<file path="src/rtl/mda_pkg.sv">
// Shared types and constants of the motion delta accumulator.
package mda_pkg;

    localparam int unsigned CFG_IDX_W  = 3;
    localparam int unsigned CFG_DATA_W = 16;
    localparam int unsigned KIND_W     = 3;
    localparam int unsigned NUM_SLOTS  = 3;
    localparam int unsigned CNT_W      = 2;

    localparam logic [8:0]         SHUTTER_LIMIT = 9'd45;
    localparam logic [15:0]        SMART_REG     = 16'h0032;
    localparam logic signed [15:0] SMART_ON_VAL  = 16'sh0080;

    typedef enum logic [KIND_W-1:0] {
        KIND_X         = 3'd0,
        KIND_Y         = 3'd1,
        KIND_SMART_OFF = 3'd2,
        KIND_SMART_ON  = 3'd3,
        KIND_BUSY      = 3'd4
    } t_kind;

    typedef enum logic [CFG_IDX_W-1:0] {
        CFG_SENSOR_READY = 3'd0,
        CFG_REPORT_IVL   = 3'd1,
        CFG_SMART_EN     = 3'd2,
        CFG_EVENT_TYPE   = 3'd3,
        CFG_X_CODE       = 3'd4,
        CFG_Y_CODE       = 3'd5
    } t_cfg_idx;

    typedef struct packed {
        logic        sensor_ready;
        logic [15:0] report_interval_ms;
        logic        smart_enable;
        logic [7:0]  event_type;
        logic [15:0] x_code;
        logic [15:0] y_code;
    } t_cfg;

    typedef struct packed {
        logic [7:0]  x_low;
        logic [7:0]  y_low;
        logic [7:0]  xy_high;
        logic [8:0]  shutter;
        logic [31:0] now_ms;
    } t_sample;

    typedef struct packed {
        t_kind              kind;
        logic [7:0]         event_tag;
        logic [15:0]        code;
        logic signed [15:0] value;
        logic               sync;
        logic               last;
    } t_result;

    typedef struct packed {
        logic [CNT_W-1:0]              count;
        t_result [NUM_SLOTS-1:0]       res;
    } t_bundle;

endpackage

</file>
<file path="src/rtl/mda_ifs.sv">
// Handshake channel interfaces for samples, results and configuration writes.
interface mda_in_if;
    logic        valid;
    logic        ready;
    logic [7:0]  x_low;
    logic [7:0]  y_low;
    logic [7:0]  xy_high;
    logic [8:0]  shutter;
    logic [31:0] now_ms;

    modport source (output valid, x_low, y_low, xy_high, shutter, now_ms, input ready);
    modport sink   (input valid, x_low, y_low, xy_high, shutter, now_ms, output ready);
endinterface

interface mda_out_if;
    logic               valid;
    logic               ready;
    logic [2:0]         kind;
    logic [7:0]         event_tag;
    logic [15:0]        code;
    logic signed [15:0] value;
    logic               sync;
    logic               last;

    modport source (output valid, kind, event_tag, code, value, sync, last, input ready);
    modport sink   (input valid, kind, event_tag, code, value, sync, last, output ready);
endinterface

interface mda_cfg_if;
    logic        valid;
    logic        ready;
    logic [2:0]  index;
    logic [15:0] data;

    modport source (output valid, index, data, input ready);
    modport sink   (input valid, index, data, output ready);
endinterface

</file>
<file path="src/rtl/mda_in_stage.sv">
// Input register that holds one accepted sample for the compute stage.
module mda_in_stage (
    input  logic             i_clk,
    input  logic             i_rst_n,
    mda_in_if.sink           i_in,
    input  logic             i_take,
    output logic             o_valid,
    output mda_pkg::t_sample o_sample
);
    import mda_pkg::*;

    logic    r_valid;
    t_sample r_sample;
    logic    accept;

    assign i_in.ready = !r_valid || i_take;
    assign accept     = i_in.valid && i_in.ready;
    assign o_valid    = r_valid;
    assign o_sample   = r_sample;

    always_ff @(posedge i_clk) begin
        if (!i_rst_n) begin
            r_valid <= 1'b0;
        end else if (accept) begin
            r_valid <= 1'b1;
        end else if (i_take) begin
            r_valid <= 1'b0;
        end
    end

    always_ff @(posedge i_clk) begin
        if (accept) begin
            r_sample.x_low   <= i_in.x_low;
            r_sample.y_low   <= i_in.y_low;
            r_sample.xy_high <= i_in.xy_high;
            r_sample.shutter <= i_in.shutter;
            r_sample.now_ms  <= i_in.now_ms;
        end
    end

endmodule

</file>
<file path="src/rtl/mda_core.sv">
// Accumulator state and the single-pass computation of one sample's results.
module mda_core (
    input  logic             i_clk,
    input  logic             i_rst_n,
    input  mda_pkg::t_cfg    i_cfg,
    input  logic             i_fire,
    input  mda_pkg::t_sample i_sample,
    output mda_pkg::t_bundle o_bundle
);
    import mda_pkg::*;

    logic signed [31:0] r_sum_x;
    logic signed [31:0] r_sum_y;
    logic [31:0]        r_last_sample;
    logic [31:0]        r_last_report;
    logic               r_smart;

    logic signed [31:0] n_sum_x;
    logic signed [31:0] n_sum_y;
    logic               n_smart;

    logic signed [11:0] dx;
    logic signed [11:0] dy;
    logic               ivl_on;
    logic [31:0]        ivl_ext;
    logic [31:0]        dt_sample;
    logic [31:0]        dt_report;
    logic               purge;
    logic               gate_ok;
    logic signed [31:0] base_x;
    logic signed [31:0] base_y;
    logic signed [31:0] acc_x;
    logic signed [31:0] acc_y;
    logic signed [15:0] rx;
    logic signed [15:0] ry;
    logic               report;
    logic               smart_off;
    logic               smart_on;

    function automatic logic signed [31:0] sat_add(input logic signed [31:0] a,
                                                   input logic signed [11:0] b);
        logic signed [32:0] t;
        t = {a[31], a} + {{21{b[11]}}, b};
        if (t[32] != t[31]) begin
            sat_add = t[32] ? 32'sh8000_0000 : 32'sh7FFF_FFFF;
        end else begin
            sat_add = t[31:0];
        end
    endfunction

    function automatic logic signed [15:0] clamp16(input logic signed [31:0] v);
        if (!v[31] && (|v[30:15])) begin
            clamp16 = 16'sh7FFF;
        end else if (v[31] && !(&v[30:15])) begin
            clamp16 = 16'sh8000;
        end else begin
            clamp16 = v[15:0];
        end
    endfunction

    assign dx        = {i_sample.xy_high[7:4], i_sample.x_low};
    assign dy        = {i_sample.xy_high[3:0], i_sample.y_low};
    assign ivl_on    = (i_cfg.report_interval_ms != 16'd0);
    assign ivl_ext   = {16'd0, i_cfg.report_interval_ms};
    assign dt_sample = i_sample.now_ms - r_last_sample;
    assign dt_report = i_sample.now_ms - r_last_report;
    assign purge     = ivl_on && (dt_sample >= ivl_ext);
    assign gate_ok   = !ivl_on || (dt_report >= ivl_ext);
    assign base_x    = purge ? 32'sd0 : r_sum_x;
    assign base_y    = purge ? 32'sd0 : r_sum_y;
    assign acc_x     = sat_add(base_x, dx);
    assign acc_y     = sat_add(base_y, dy);
    assign rx        = clamp16(acc_x);
    assign ry        = clamp16(acc_y);
    assign report    = gate_ok && ((rx != 16'sd0) || (ry != 16'sd0));
    assign n_sum_x   = report ? 32'sd0 : acc_x;
    assign n_sum_y   = report ? 32'sd0 : acc_y;

    assign smart_off = i_cfg.smart_enable && r_smart && (i_sample.shutter < SHUTTER_LIMIT);
    assign smart_on  = i_cfg.smart_enable && !r_smart && (i_sample.shutter > SHUTTER_LIMIT);
    assign n_smart   = smart_on ? 1'b1 : (smart_off ? 1'b0 : r_smart);

    always_comb begin
        logic [CNT_W-1:0] n;
        n        = '0;
        o_bundle = '0;
        if (!i_cfg.sensor_ready) begin
            o_bundle.res[0].kind = KIND_BUSY;
            n = 2'd1;
        end else begin
            if (smart_off) begin
                o_bundle.res[n].kind = KIND_SMART_OFF;
                o_bundle.res[n].code = SMART_REG;
                n = n + 2'd1;
            end
            if (smart_on) begin
                o_bundle.res[n].kind  = KIND_SMART_ON;
                o_bundle.res[n].code  = SMART_REG;
                o_bundle.res[n].value = SMART_ON_VAL;
                n = n + 2'd1;
            end
            if (report && (rx != 16'sd0)) begin
                o_bundle.res[n].kind      = KIND_X;
                o_bundle.res[n].event_tag = i_cfg.event_type;
                o_bundle.res[n].code      = i_cfg.x_code;
                o_bundle.res[n].value     = rx;
                o_bundle.res[n].sync      = (ry == 16'sd0);
                n = n + 2'd1;
            end
            if (report && (ry != 16'sd0)) begin
                o_bundle.res[n].kind      = KIND_Y;
                o_bundle.res[n].event_tag = i_cfg.event_type;
                o_bundle.res[n].code      = i_cfg.y_code;
                o_bundle.res[n].value     = ry;
                o_bundle.res[n].sync      = 1'b1;
                n = n + 2'd1;
            end
        end
        if (n != 2'd0) begin
            o_bundle.res[n - 2'd1].last = 1'b1;
        end
        o_bundle.count = n;
    end

    always_ff @(posedge i_clk) begin
        if (!i_rst_n) begin
            r_sum_x       <= '0;
            r_sum_y       <= '0;
            r_last_sample <= '0;
            r_last_report <= '0;
            r_smart       <= 1'b0;
        end else if (i_fire && i_cfg.sensor_ready) begin
            r_sum_x <= n_sum_x;
            r_sum_y <= n_sum_y;
            r_smart <= n_smart;
            if (ivl_on) begin
                r_last_sample <= i_sample.now_ms;
            end
            if (ivl_on && report) begin
                r_last_report <= i_sample.now_ms;
            end
        end
    end

endmodule

</file>
<file path="src/rtl/mda_out_queue.sv">
// Three-slot result register that sends one word per cycle while the receiver is ready.
module mda_out_queue (
    input  logic             i_clk,
    input  logic             i_rst_n,
    input  logic             i_load,
    input  mda_pkg::t_bundle i_bundle,
    output logic             o_free,
    mda_out_if.source        o_out
);
    import mda_pkg::*;

    t_result [NUM_SLOTS-1:0] r_slot;
    logic [CNT_W-1:0]        r_cnt;
    logic                    pop;

    assign pop    = (r_cnt != 2'd0) && o_out.ready;
    assign o_free = (r_cnt == 2'd0) || ((r_cnt == 2'd1) && pop);

    assign o_out.valid     = (r_cnt != 2'd0);
    assign o_out.kind      = r_slot[0].kind;
    assign o_out.event_tag = r_slot[0].event_tag;
    assign o_out.code      = r_slot[0].code;
    assign o_out.value     = r_slot[0].value;
    assign o_out.sync      = r_slot[0].sync;
    assign o_out.last      = r_slot[0].last;

    always_ff @(posedge i_clk) begin
        if (!i_rst_n) begin
            r_cnt <= '0;
        end else if (i_load) begin
            r_cnt <= i_bundle.count;
        end else if (pop) begin
            r_cnt <= r_cnt - 2'd1;
        end
    end

    always_ff @(posedge i_clk) begin
        if (i_load) begin
            r_slot <= i_bundle.res;
        end else if (pop) begin
            r_slot[0] <= r_slot[1];
            r_slot[1] <= r_slot[2];
        end
    end

endmodule

</file>
<file path="src/rtl/motion_delta_accumulator.sv">
// Top level of the motion delta accumulator: config registers and stage wiring.
// An accepted sample waits in the input register until the result register can take its words.
// Throughput: one sample per cycle while each yields at most one result word and o_out is ready;
// else the next waits while the result register drains up to three words, one a cycle when ready.
// Reset is synchronous and active low: sums, timestamps and the smart flag clear to zero,
// configuration registers return to their defaults and no result word is pending.
module motion_delta_accumulator (
    input  logic      i_clk,
    input  logic      i_rst_n,
    mda_in_if.sink    i_in,
    mda_out_if.source o_out,
    mda_cfg_if.sink   i_cfg
);
    import mda_pkg::*;

    t_cfg    r_cfg;
    logic    in_valid;
    t_sample in_sample;
    t_bundle bundle;
    logic    q_free;
    logic    fire;

    assign i_cfg.ready = 1'b1;
    assign fire        = in_valid && q_free;

    always_ff @(posedge i_clk) begin
        if (!i_rst_n) begin
            r_cfg.sensor_ready       <= 1'b0;
            r_cfg.report_interval_ms <= 16'd0;
            r_cfg.smart_enable       <= 1'b0;
            r_cfg.event_type         <= 8'd2;
            r_cfg.x_code             <= 16'd0;
            r_cfg.y_code             <= 16'd1;
        end else if (i_cfg.valid && i_cfg.ready) begin
            case (i_cfg.index)
                CFG_SENSOR_READY: begin
                    r_cfg.sensor_ready <= i_cfg.data[0];
                end
                CFG_REPORT_IVL: begin
                    r_cfg.report_interval_ms <= i_cfg.data;
                end
                CFG_SMART_EN: begin
                    r_cfg.smart_enable <= i_cfg.data[0];
                end
                CFG_EVENT_TYPE: begin
                    r_cfg.event_type <= i_cfg.data[7:0];
                end
                CFG_X_CODE: begin
                    r_cfg.x_code <= i_cfg.data;
                end
                CFG_Y_CODE: begin
                    r_cfg.y_code <= i_cfg.data;
                end
                default: begin
                end
            endcase
        end
    end

    mda_in_stage u_in_stage (
        .i_clk    (i_clk),
        .i_rst_n  (i_rst_n),
        .i_in     (i_in),
        .i_take   (fire),
        .o_valid  (in_valid),
        .o_sample (in_sample)
    );

    mda_core u_core (
        .i_clk    (i_clk),
        .i_rst_n  (i_rst_n),
        .i_cfg    (r_cfg),
        .i_fire   (fire),
        .i_sample (in_sample),
        .o_bundle (bundle)
    );

    mda_out_queue u_out_queue (
        .i_clk    (i_clk),
        .i_rst_n  (i_rst_n),
        .i_load   (fire),
        .i_bundle (bundle),
        .o_free   (q_free),
        .o_out    (o_out)
    );

endmodule

</file>
<file path="src/flat_wrapper.sv">
// flat-port wrapper written by rule: the top's interface ports become plain ports
module motion_delta_accumulator_flat import mda_pkg::*;
  (i_clk, i_rst_n, i_in_valid, i_in_x_low, i_in_y_low, i_in_xy_high, i_in_shutter, i_in_now_ms, i_in_ready, o_out_valid, o_out_kind, o_out_event_tag, o_out_code, o_out_value, o_out_sync, o_out_last, o_out_ready, i_cfg_valid, i_cfg_index, i_cfg_data, i_cfg_ready);
  mda_in_if i_in_i ();
  mda_out_if o_out_i ();
  mda_cfg_if i_cfg_i ();
  input  logic i_clk;
  input  logic i_rst_n;
  input wire logic [$bits(i_in_i.valid)-1:0] i_in_valid;
  input wire logic [$bits(i_in_i.x_low)-1:0] i_in_x_low;
  input wire logic [$bits(i_in_i.y_low)-1:0] i_in_y_low;
  input wire logic [$bits(i_in_i.xy_high)-1:0] i_in_xy_high;
  input wire logic [$bits(i_in_i.shutter)-1:0] i_in_shutter;
  input wire logic [$bits(i_in_i.now_ms)-1:0] i_in_now_ms;
  output wire logic [$bits(i_in_i.ready)-1:0] i_in_ready;
  output wire logic [$bits(o_out_i.valid)-1:0] o_out_valid;
  output wire logic [$bits(o_out_i.kind)-1:0] o_out_kind;
  output wire logic [$bits(o_out_i.event_tag)-1:0] o_out_event_tag;
  output wire logic [$bits(o_out_i.code)-1:0] o_out_code;
  output wire logic [$bits(o_out_i.value)-1:0] o_out_value;
  output wire logic [$bits(o_out_i.sync)-1:0] o_out_sync;
  output wire logic [$bits(o_out_i.last)-1:0] o_out_last;
  input wire logic [$bits(o_out_i.ready)-1:0] o_out_ready;
  input wire logic [$bits(i_cfg_i.valid)-1:0] i_cfg_valid;
  input wire logic [$bits(i_cfg_i.index)-1:0] i_cfg_index;
  input wire logic [$bits(i_cfg_i.data)-1:0] i_cfg_data;
  output wire logic [$bits(i_cfg_i.ready)-1:0] i_cfg_ready;
  assign i_in_i.valid = i_in_valid;
  assign i_in_i.x_low = i_in_x_low;
  assign i_in_i.y_low = i_in_y_low;
  assign i_in_i.xy_high = i_in_xy_high;
  assign i_in_i.shutter = i_in_shutter;
  assign i_in_i.now_ms = i_in_now_ms;
  assign i_in_ready = i_in_i.ready;
  assign o_out_valid = o_out_i.valid;
  assign o_out_kind = o_out_i.kind;
  assign o_out_event_tag = o_out_i.event_tag;
  assign o_out_code = o_out_i.code;
  assign o_out_value = o_out_i.value;
  assign o_out_sync = o_out_i.sync;
  assign o_out_last = o_out_i.last;
  assign o_out_i.ready = o_out_ready;
  assign i_cfg_i.valid = i_cfg_valid;
  assign i_cfg_i.index = i_cfg_index;
  assign i_cfg_i.data = i_cfg_data;
  assign i_cfg_ready = i_cfg_i.ready;
  motion_delta_accumulator u_core (.i_clk(i_clk), .i_rst_n(i_rst_n), .i_in(i_in_i), .o_out(o_out_i), .i_cfg(i_cfg_i));
endmodule
</file>
<file path="config.mk">
export PLATFORM = sky130hd
export DESIGN_NAME = motion_delta_accumulator_flat
export DESIGN_NICKNAME = d
export VERILOG_FILES = /design/src/rtl/mda_pkg.sv /design/src/rtl/mda_ifs.sv /design/src/rtl/mda_in_stage.sv /design/src/rtl/mda_core.sv /design/src/rtl/mda_out_queue.sv /design/src/rtl/motion_delta_accumulator.sv /design/src/flat_wrapper.sv
export SDC_FILE = /design/constraint.sdc
export NUM_CORES = 1
export LEC_CHECK = 0
export ABC_AREA = 1
export BUFFER_PORTS_ARGS = -buffer_cell sky130_fd_sc_hd__buf_2
export CAP_MARGIN = 20
export CORE_MARGIN = 2
export CORE_UTILIZATION = 25
export DETAILED_ROUTE_END_ITERATION = 8
export PLACE_DENSITY = 0.36
export SYNTH_ARGS = -nofsm -noshare
export SYNTH_HDL_FRONTEND = slang
export SYNTH_SLANG_ARGS = --single-unit
export TNS_END_PERCENT = 10
</file>
<file path="constraint.sdc">
create_clock -name i_clk -period 9.6 [get_ports i_clk]
set_input_delay 0.96 -clock i_clk [delete_from_list [all_inputs] [get_ports i_clk]]
set_output_delay 0.96 -clock i_clk [all_outputs]
set_load 0.03 [all_outputs]
</file>
==> flow_results.org, run 1 <==
** Synthesis
- In this run the cell area of the synthesized design comes to 0.02608 mm2.
- In this run, synthesis inferred 197 flip-flops with an integrated enable.
- Register bit count reported by yosys :: 387
- In the synthesized netlist the dominant register cell turns out to be edfxtp_1.
- Part of the Yosys area used for sequential elements :: 37.27%
- Distinct cell type count after synthesis :: 57
- Yosys warning count :: 0
- Proportion of register bits with asynchronous set or reset after synthesis :: 0%
- The number of nets handed over by synthesis was 3869.
- Mean cell area of the mapped netlist :: 7.235 um2
- Count of mapped cells out of synthesis :: 3604

** Detailed routing
- Wires add up to 92000 um.
- First-pass iteration count of the detailed router :: 5
- Antenna Violating Nets Remaining :: 0
- Average routed wire per standard cell :: 17.70 um
- In the routed design, unresolved DRC markers number 0.
- Vias after detailed routing :: 23480
- Via density per instance :: 4.519
- Iter 0 DRT Violations :: 1408

** Setup path
- Setup Crit Path Kind :: register to register
- Crit-path slowest cell :: fa_1
- On the worst path, the slowest cell contributes a delay of 0.42 ns.
- Most common cell type on the critical path :: nand2_1
- Worst Setup SP :: u_core.u_in_stage.o_sample[0]
- Startpoint of the lowest-slack register-to-register path :: u_core.u_in_stage.o_sample[0]
- Critical Path RT :: 9.94 ns
- The worst setup path is captured at a register.
- At the worst endpoint, the arrival time is 9.23 ns.
- Maximum fanout encountered on the critical timing path :: 32
- Startpoint Class :: register

** Power and ir drop
- The internal power of the cells totals 3.432 mW.
- Largest vdd supply drop :: 0.1240 mV
- Switching power as a share of total power :: 31.74%
- Overall power :: 5.028 mW
- Power density over cell area :: 162.9 mW/mm2
- Per report_power, the combinational group accounts for 20.7% of the total.
- For this design the static power due to leakage is 13.21 nW.
- Sw power :: 1.596 mW
- The share of total power dissipated in the clock network is 40.0%.
- Sequential share of power :: 39.3%

** Clock network
- CTS saw 387 sinks.
- The later pin in the worst-skew pair is clocked with a latency of 0.64 ns.
- TritonCTS Buffers :: 52
- Clock tree synthesis selected as its root buffer the cell clkbuf_16.
- CTS tree :: yes
- Clock-pin slew was measured on the worst setup and hold paths at 0.06 ns.
- Number of H-tree levels :: 2
- # hold bufs at CTS :: 0
- The clock passes through at most 3 buffers.

** Hold path
- The startpoint identified for the worst hold timing path is u_core.u_core.r_last_report[24].
- Classification of the worst-slack hold path :: register to register

** Die
- Floorplan die area :: 0.1069 mm2
- For this configuration, the core starts out at a cell density of 25.20%.
- Core outline area :: 0.1035 mm2
- Ports placed on the boundary :: 137
- Y dimension of the die :: 327.0 um
- Site row count :: 118
- The die is 327.0 um wide.

** Global routing
- The number of antenna violations at the first check in global routing was 5.
- Via count of the first global-routing pass :: 22990
- GRT Resource Usage Total :: 16.97%
- Largest net degree at the start of global routing :: 114
- Global routing finished with a remaining overflow of 0.
- First-pass GRT wire length :: 140800 um

** STA
- Min Tclk post-route :: 8.891 ns
- Based on the critical path, the design can be clocked at up to 0.1125 GHz.
- Setup repair after global routing left no endpoint under its margin.
- Setup violations remaining at the end of the flow were counted as 0.
- Headroom to the max-slew limit came out at 38.59%.
- After layout, the worst path uses 92.61% of the clock period.
- Actual transition at the worst max-transition pin :: 0.9211 ns
- Summed over all failing endpoints, the final setup total negative slack is 0 ns.
- Number of max-slew violations in the final report :: 0
- The final-report hold violation count came to 0.
- Maximum clock skew at final layout :: 0.01978 ns

** Finish
- In the final layout, flip-flops and latches occupy 0.009719 mm2.
- Number of nets in the layout :: 4036
- Fraction of layout instances using a drive strength above 1 :: 12.42%
- Layout filler cell count :: 11370
- Commonest non-fill, non-tap cell in the layout :: nand2_1
- P&R area growth vs syn :: 18.40%
- Leading cell types in the layout, fill and taps excluded :: nand2_1, a21oi_1, inv_1, o21ai_0, nor2_1
- The multi-input combinational cells in the finished layout cover a total of 0.01401 mm2.

** Place
- Global placement routability congestion :: 0.8656
- Count of buffers from port buffering :: 135
- The wire-length estimate of the detail-placed layout is 69270 um.

** Flow run
- Across the run, the number of max-cap violations was 0.

** Status
- The run finished with clean final reports.
==> worst paths after layout <==
check | end | slack, ns | cells past startpoint
max reg2reg | u_core.u_out_queue.o_out.value[1] | 0.71 | 51
max | u_core.u_out_queue.o_out.value[1] | 0.71 | 51
min | u_core.u_core.r_last_report[24] | 0.46 | 2
min reg2reg | u_core.u_core.r_last_report[24] | 0.46 | 2
==> registers in the layout, summed over array words and instances, names as in the netlist, 2 cells and up <==
| signal | cells |
|---|---|
| u_core.u_core.r_last_report | 32 |
| u_core.u_in_stage.o_sample | 65 |
| u_core.u_out_queue.o_out.kind | 3 |
| u_core.u_out_queue.o_out.event_tag | 8 |
| u_core.r_cfg | 58 |
| u_core.u_out_queue.r_slot | 87 |
| u_core.u_out_queue.o_out.code | 16 |
| u_core.u_out_queue.o_out.value | 16 |
| u_core.u_core.r_sum_x | 32 |
| u_core.u_core.r_last_sample | 32 |
| u_core.u_out_queue.r_cnt | 2 |
| u_core.u_core.r_sum_y | 32 |
==> layer usage <==
| metal | wire, um | part of all wire [%] | track usage [%] |
|---|---|---|---|
| met1 | 47100 | 51 | 25.18 |
| met2 | 39230 | 43 | 25.61 |
| met4 | 1778 | 1.9 | 3.799 |
| met5 | 39 | 0.042 | 0 |
| met3 | 3850 | 4.2 | 2.731 |
==> kinds of logic after synthesis <==
group	Yosys count	share of synthesized area, %
AOI/OAI and AO/OA	870	18.13
xor gates and xnor gates	61	2.049
adders and majority gates	176	8.560
buffers and inverters	583	9.534
DFF	387	37.27
other	1	0.01438
and+or+nand+nor	1526	24.44
==> power groups by stage <==
stage | logic [mW] | clock network, mW | registers, mW
floorplan | 0.710 | 0 | 1.99
global placement | 1.05 | 0 | 2.01
detailed placement | 1.04 | 0 | 2.01
CTS | 1.05 | 2.09 | 1.98
global route | 1.17 | 2.15 | 1.99
finish | 1.04 | 2.01 | 1.97
==> through the flow <==
step                setup WS [ns]  utilization, %  std cells  hold slack (ns)  instance area (um2)
floorplan                   1.397               -       3604           0.4353                26080
CTS                        0.1039           29.63       5189           0.4354                30660
finish                     0.7092           29.83       5197           0.4587                30870
global route             0.008655           29.83       5197           0.4480                30870
detailed placement         0.1725           27.91       5091           0.4520                28890
global placement           0.1265           27.91       5091           0.4492                28890
==> synthesized netlist by cell type, types with 3 or more instances <==
library cell / n / area (um2)
nand2_1: 997 / 3742
a21oi_1: 404 / 2022
inv_1: 384 / 1441
o21ai_0: 239 / 1196
nor2_1: 217 / 814.5
edfxtp_1: 197 / 5916
dfxtp_1: 190 / 3804
nand3_1: 183 / 915.9
ha_1: 172 / 2152
clkbuf_1: 92 / 345.3
o21ai_1: 91 / 455.4
a21boi_0: 64 / 480.5
buf_4: 59 / 442.9
xor2_1: 36 / 315.3
nand4_1: 29 / 181.4
xnor2_1: 25 / 219.0
nor3_1: 24 / 120.1
buf_2: 21 / 105.1
o211ai_1: 19 / 142.6
nand2_2: 15 / 93.84
o21bai_1: 15 / 112.6
inv_2: 14 / 52.55
nand3b_1: 11 / 82.58
nor4_1: 8 / 50.05
nand3_2: 7 / 70.07
nor2_2: 7 / 43.79
a21o_1: 6 / 45.04
buf_6: 6 / 67.56
a21oi_2: 5 / 43.79
and2_1: 5 / 31.28
o21a_1: 5 / 37.54
or2_1: 5 / 31.28
or2_2: 5 / 31.28
clkinv_1: 4 / 15.01
fa_1: 4 / 80.08
o21ai_2: 4 / 35.03
a211oi_1: 3 / 22.52
o31ai_1: 3 / 22.52
==> final cells by class <==
type                    instances  share of cell area [%]
clock inverters                20                  0.6120
well taps                    1380                   5.593
flip-flops and latches        387                   31.48
inverters                     404                   4.936
repair buffers                292                   6.865
multi-input cells            2634                   45.37
diodes                          2                 0.01621
clock buffers                  78                   5.131
==> worst max-delay path, delay by kind of cell (launching register included) <==
kind	cells	cell delay, ns
fa+ha+maj	5	1.48
xor+xnor	2	0.57
flops	1	0.35
buf+inv	13	1.66
compound gates	13	2.16
simple gates	18	2.37
==> what timing repair did <==
item                       4_1_cts  5_1_grt
resized for setup                0       45
buffers inserted                 0        4
hold endpoints to repair         0        0
setup endpoints to repair        0      228
No activity file was read; power rests on OpenSTA's default activity.
==> inputs of run 2 (changes only) <==
==> constraint.sdc (replaced) <==
create_clock -name i_clk -period 8.62 [get_ports i_clk]
set_input_delay 0.862 -clock i_clk [delete_from_list [all_inputs] [get_ports i_clk]]
set_output_delay 0.862 -clock i_clk [all_outputs]
set_load 0.03 [all_outputs]
==> flow_results.org, run 2 (synthesis results as in run 1) <==
** Place
- Cell area reported after detailed placement :: 0.03178 mm2
- HPWL after detailed placement :: 71580 um
- Global placement routability congestion :: 0.8309
- During placement, the flow inserted port buffers numbering 135.
- Before CTS, the worst setup slack after placement is -1.126 ns.
- Total placed cells including tap cells :: 5482

** STA
- Summed over all failing endpoints, the final setup total negative slack is 0 ns.
- The clock arrives with 0.02293 ns of skew.
- Hold is met by 0.4016 ns.
- Unrepaired setup endpoints after global routing :: yes
- Headroom to the max-slew limit came out at 29.74%.
- Tcrit/Tclk final :: 96.38%
- Actual transition at the worst max-transition pin :: 1.054 ns
- Setup violations remaining at the end of the flow were counted as 0.
- After layout, the worst setup slack is 0.3117 ns.
- The final-report hold violation count is 0.
- Min Tclk post-route :: 8.308 ns
- For this run, the top clock speed supported by timing is 0.1204 GHz.
- The final-report max-slew violation count was 0.

** Power and ir drop
- The worst-case IR drop observed on VDD is 0.1387 mV.
- Overall power :: 5.682 mW
- In this run the static leakage power is 15.78 nW.
- Power density over cell area :: 159.4 mW/mm2

** Clock network
- The clock passes through at most 3 buffers.
- TritonCTS Buffers :: 50
- Clock Root Buffer :: clkbuf_16
- Number of clock sinks :: 387
- After clock tree synthesis, the clock-pin slew on the worst setup and hold paths is 0.06 ns.
- Number of H-tree levels :: 2
- CTS tree :: yes
- Insertion delay to the later sink of the worst-skew pair :: 0.64 ns

** Hold path
- Source of the worst hold timing path :: i_in_xy_high[3]
- Classification of the worst-slack hold path :: primary input to register
- Worst-case hold path end point :: u_core.u_in_stage.o_sample[44]
- Along the worst hold path, the cell count comes to 1.

** Detailed routing
- In the routed layout, each cell is associated on average with a via count of 4.457.
- For this run, design rule violations remaining after detail routing come to 0.
- Antenna Violating Nets Remaining :: 0
- The routed layout has 25190 vias.
- After the first detailed-routing iteration, the DRC count stood at 1308.
- The first detailed-routing pass ran for 7 iterations.
- Average routed wire per standard cell :: 17.18 um
- After detailed routing, the total wire length is 97120 um.

** Setup path
- Most common cell type on the critical path :: buf_4
- CP endpoint kind :: register
- STA puts the critical path data arrival time at 8.69 ns.
- The worst setup path is launched from a register.
- Worst-case register-to-register setup slack :: 0.31 ns
- Maximum fanout encountered on the critical timing path :: 8
- The worst register-to-register path begins at u_core.u_in_stage.o_sample[0].
- The setup path with the least slack is of type register to register.
- The slowest stage of the critical path belongs to the cell edfxtp_1.
- Number of cells traversed by the worst register-to-register path :: 53
- For this run, the slowest stage of the critical path takes 0.37 ns.
- Critical Path RT :: 9.00 ns
- The endpoint identified for the worst register-to-register timing path is u_core.u_out_queue.o_out.event_tag[2].

** Finish
- Layout filler cell count :: 11160
- In the final layout, the multi-input gates occupy 0.01499 mm2.
- Number of cells in the finished layout apart from fillers :: 5652
- P&R area growth vs syn :: 36.70%
- More flip-flops sit in one register than any other, and that register is u_core.u_out_queue.r_slot.
- The register with the most flip-flops in the layout has 87 of them.
- Number of nets in the layout :: 4494
- Of the cells placed in the final design, the portion with a size suffix greater than 1 is 25.73%.
- Summing all flip-flop and latch instances after layout gives 0.009719 mm2.
- Post-Route Utilization :: 34.44%
- Leading cell types in the layout, fill and taps excluded :: nand2_1, buf_4, inv_1, a21oi_1, o21ai_0
- Commonest non-fill, non-tap cell in the layout :: nand2_1
- After routing the design area is 0.03565 mm2.

** Flow run
- Max Cap Viol :: 0

** Die
- Floorplan die area :: 0.1069 mm2
- For this configuration, the core starts out at a cell density of 25.20%.
- Core outline area :: 0.1035 mm2
- Site row count :: 118
- Die span in x :: 327.0 um
- Ports placed on the boundary :: 137
- In this run the vertical extent of the chip is 327.0 um.

** Global routing
- Largest net degree at the start of global routing :: 79
- The number of antenna violations at the first check in global routing was 5.
- First-pass GRT wire length :: 143900 um
- GRT Resource Usage Total :: 17.22%
- Via count of the first global-routing pass :: 24480
- Final global-route overflow total :: 0

** Status
- The run finished with clean final reports.
==> run 2: cell count changes in the layout (fill, tap and decap cells not counted), moves of 15 or more <==
cell and delta:
nand3_1 -26, a21oi_1 -27, nor2_1 -17, a21boi_0 -27, buf_4 +416, nand2_2 +33, a21oi_2 +24, nor2_2 +15
nand2_1 -42, o21ai_2 +15, o21ai_0 -25, nand3_2 +17, buf_6 +16
==> run 2: where the power goes <==
group	internal, mW	leakage, nW	switching (mW)
Combinational	0.532	11.6	0.884
Clock	1.20	0.781	0.877
Sequential	2.12	3.45	0.0674
==> run 2: worst max path at each step <==
| stage | start | endpoint | slack [ns] | cells after the start |
|---|---|---|---|---|
| after CTS | u_core.u_in_stage.o_sample[0] | u_core.u_out_queue.o_out.value[3] | 0.01 | 58 |
| final | u_core.u_in_stage.o_sample[0] | u_core.u_out_queue.o_out.event_tag[2] | 0.31 | 53 |
| after detailed placement | u_core.u_in_stage.o_sample[0] | u_core.u_out_queue.r_slot[86] | -1.13 | 56 |
| after global placement | u_core.u_in_stage.o_sample[2] | u_core.u_out_queue.r_slot[85] | -1.05 | 51 |
| after floorplan | u_core.u_in_stage.o_sample[2] | u_core.u_out_queue.r_slot[58] | 0.42 | 60 |
| after global routing | u_core.u_in_stage.o_sample[0] | u_core.u_out_queue.r_slot[68] | -0.25 | 61 |
==> run 2: routing by layer <==
layer	track usage, %	routed length (um)	vias to the layer above
met1	24.89	49500	11500
met2	27.12	42070	352
li1	-	-	13240
met4	3.799	2101	2
met3	2.368	3436	97
met5	0	9	-
==> run 2: critical path, delay by kind of cell, from the launching register on <==
family | cells | cell delay (ns)
AOI/OAI and AO/OA | 13 | 1.93
and+or+nand+nor | 17 | 1.80
DFF | 1 | 0.37
xor gates and xnor gates | 2 | 0.45
adders and majority gates | 5 | 1.32
buffers and inverters | 16 | 2.16
==> run 2: layout make-up <==
| type | instances | share of cell area [%] |
|---|---|---|
| diodes | 1 | 0.007020 |
| clock buffers | 68 | 3.812 |
| clock inverters | 26 | 0.6810 |
| inverters | 404 | 4.360 |
| multi-input cells | 2635 | 42.05 |
| flip-flops and latches | 387 | 27.27 |
| well taps | 1380 | 4.844 |
| repair buffers | 751 | 16.97 |
==> run 2: what timing repair did <==
item	in CTS	in global routing
buffers inserted	15	38
cloned	2	21
endpoints found under the setup margin	228	228
pin swaps	24	103
hold buffers	0	0
resized for setup	85	278
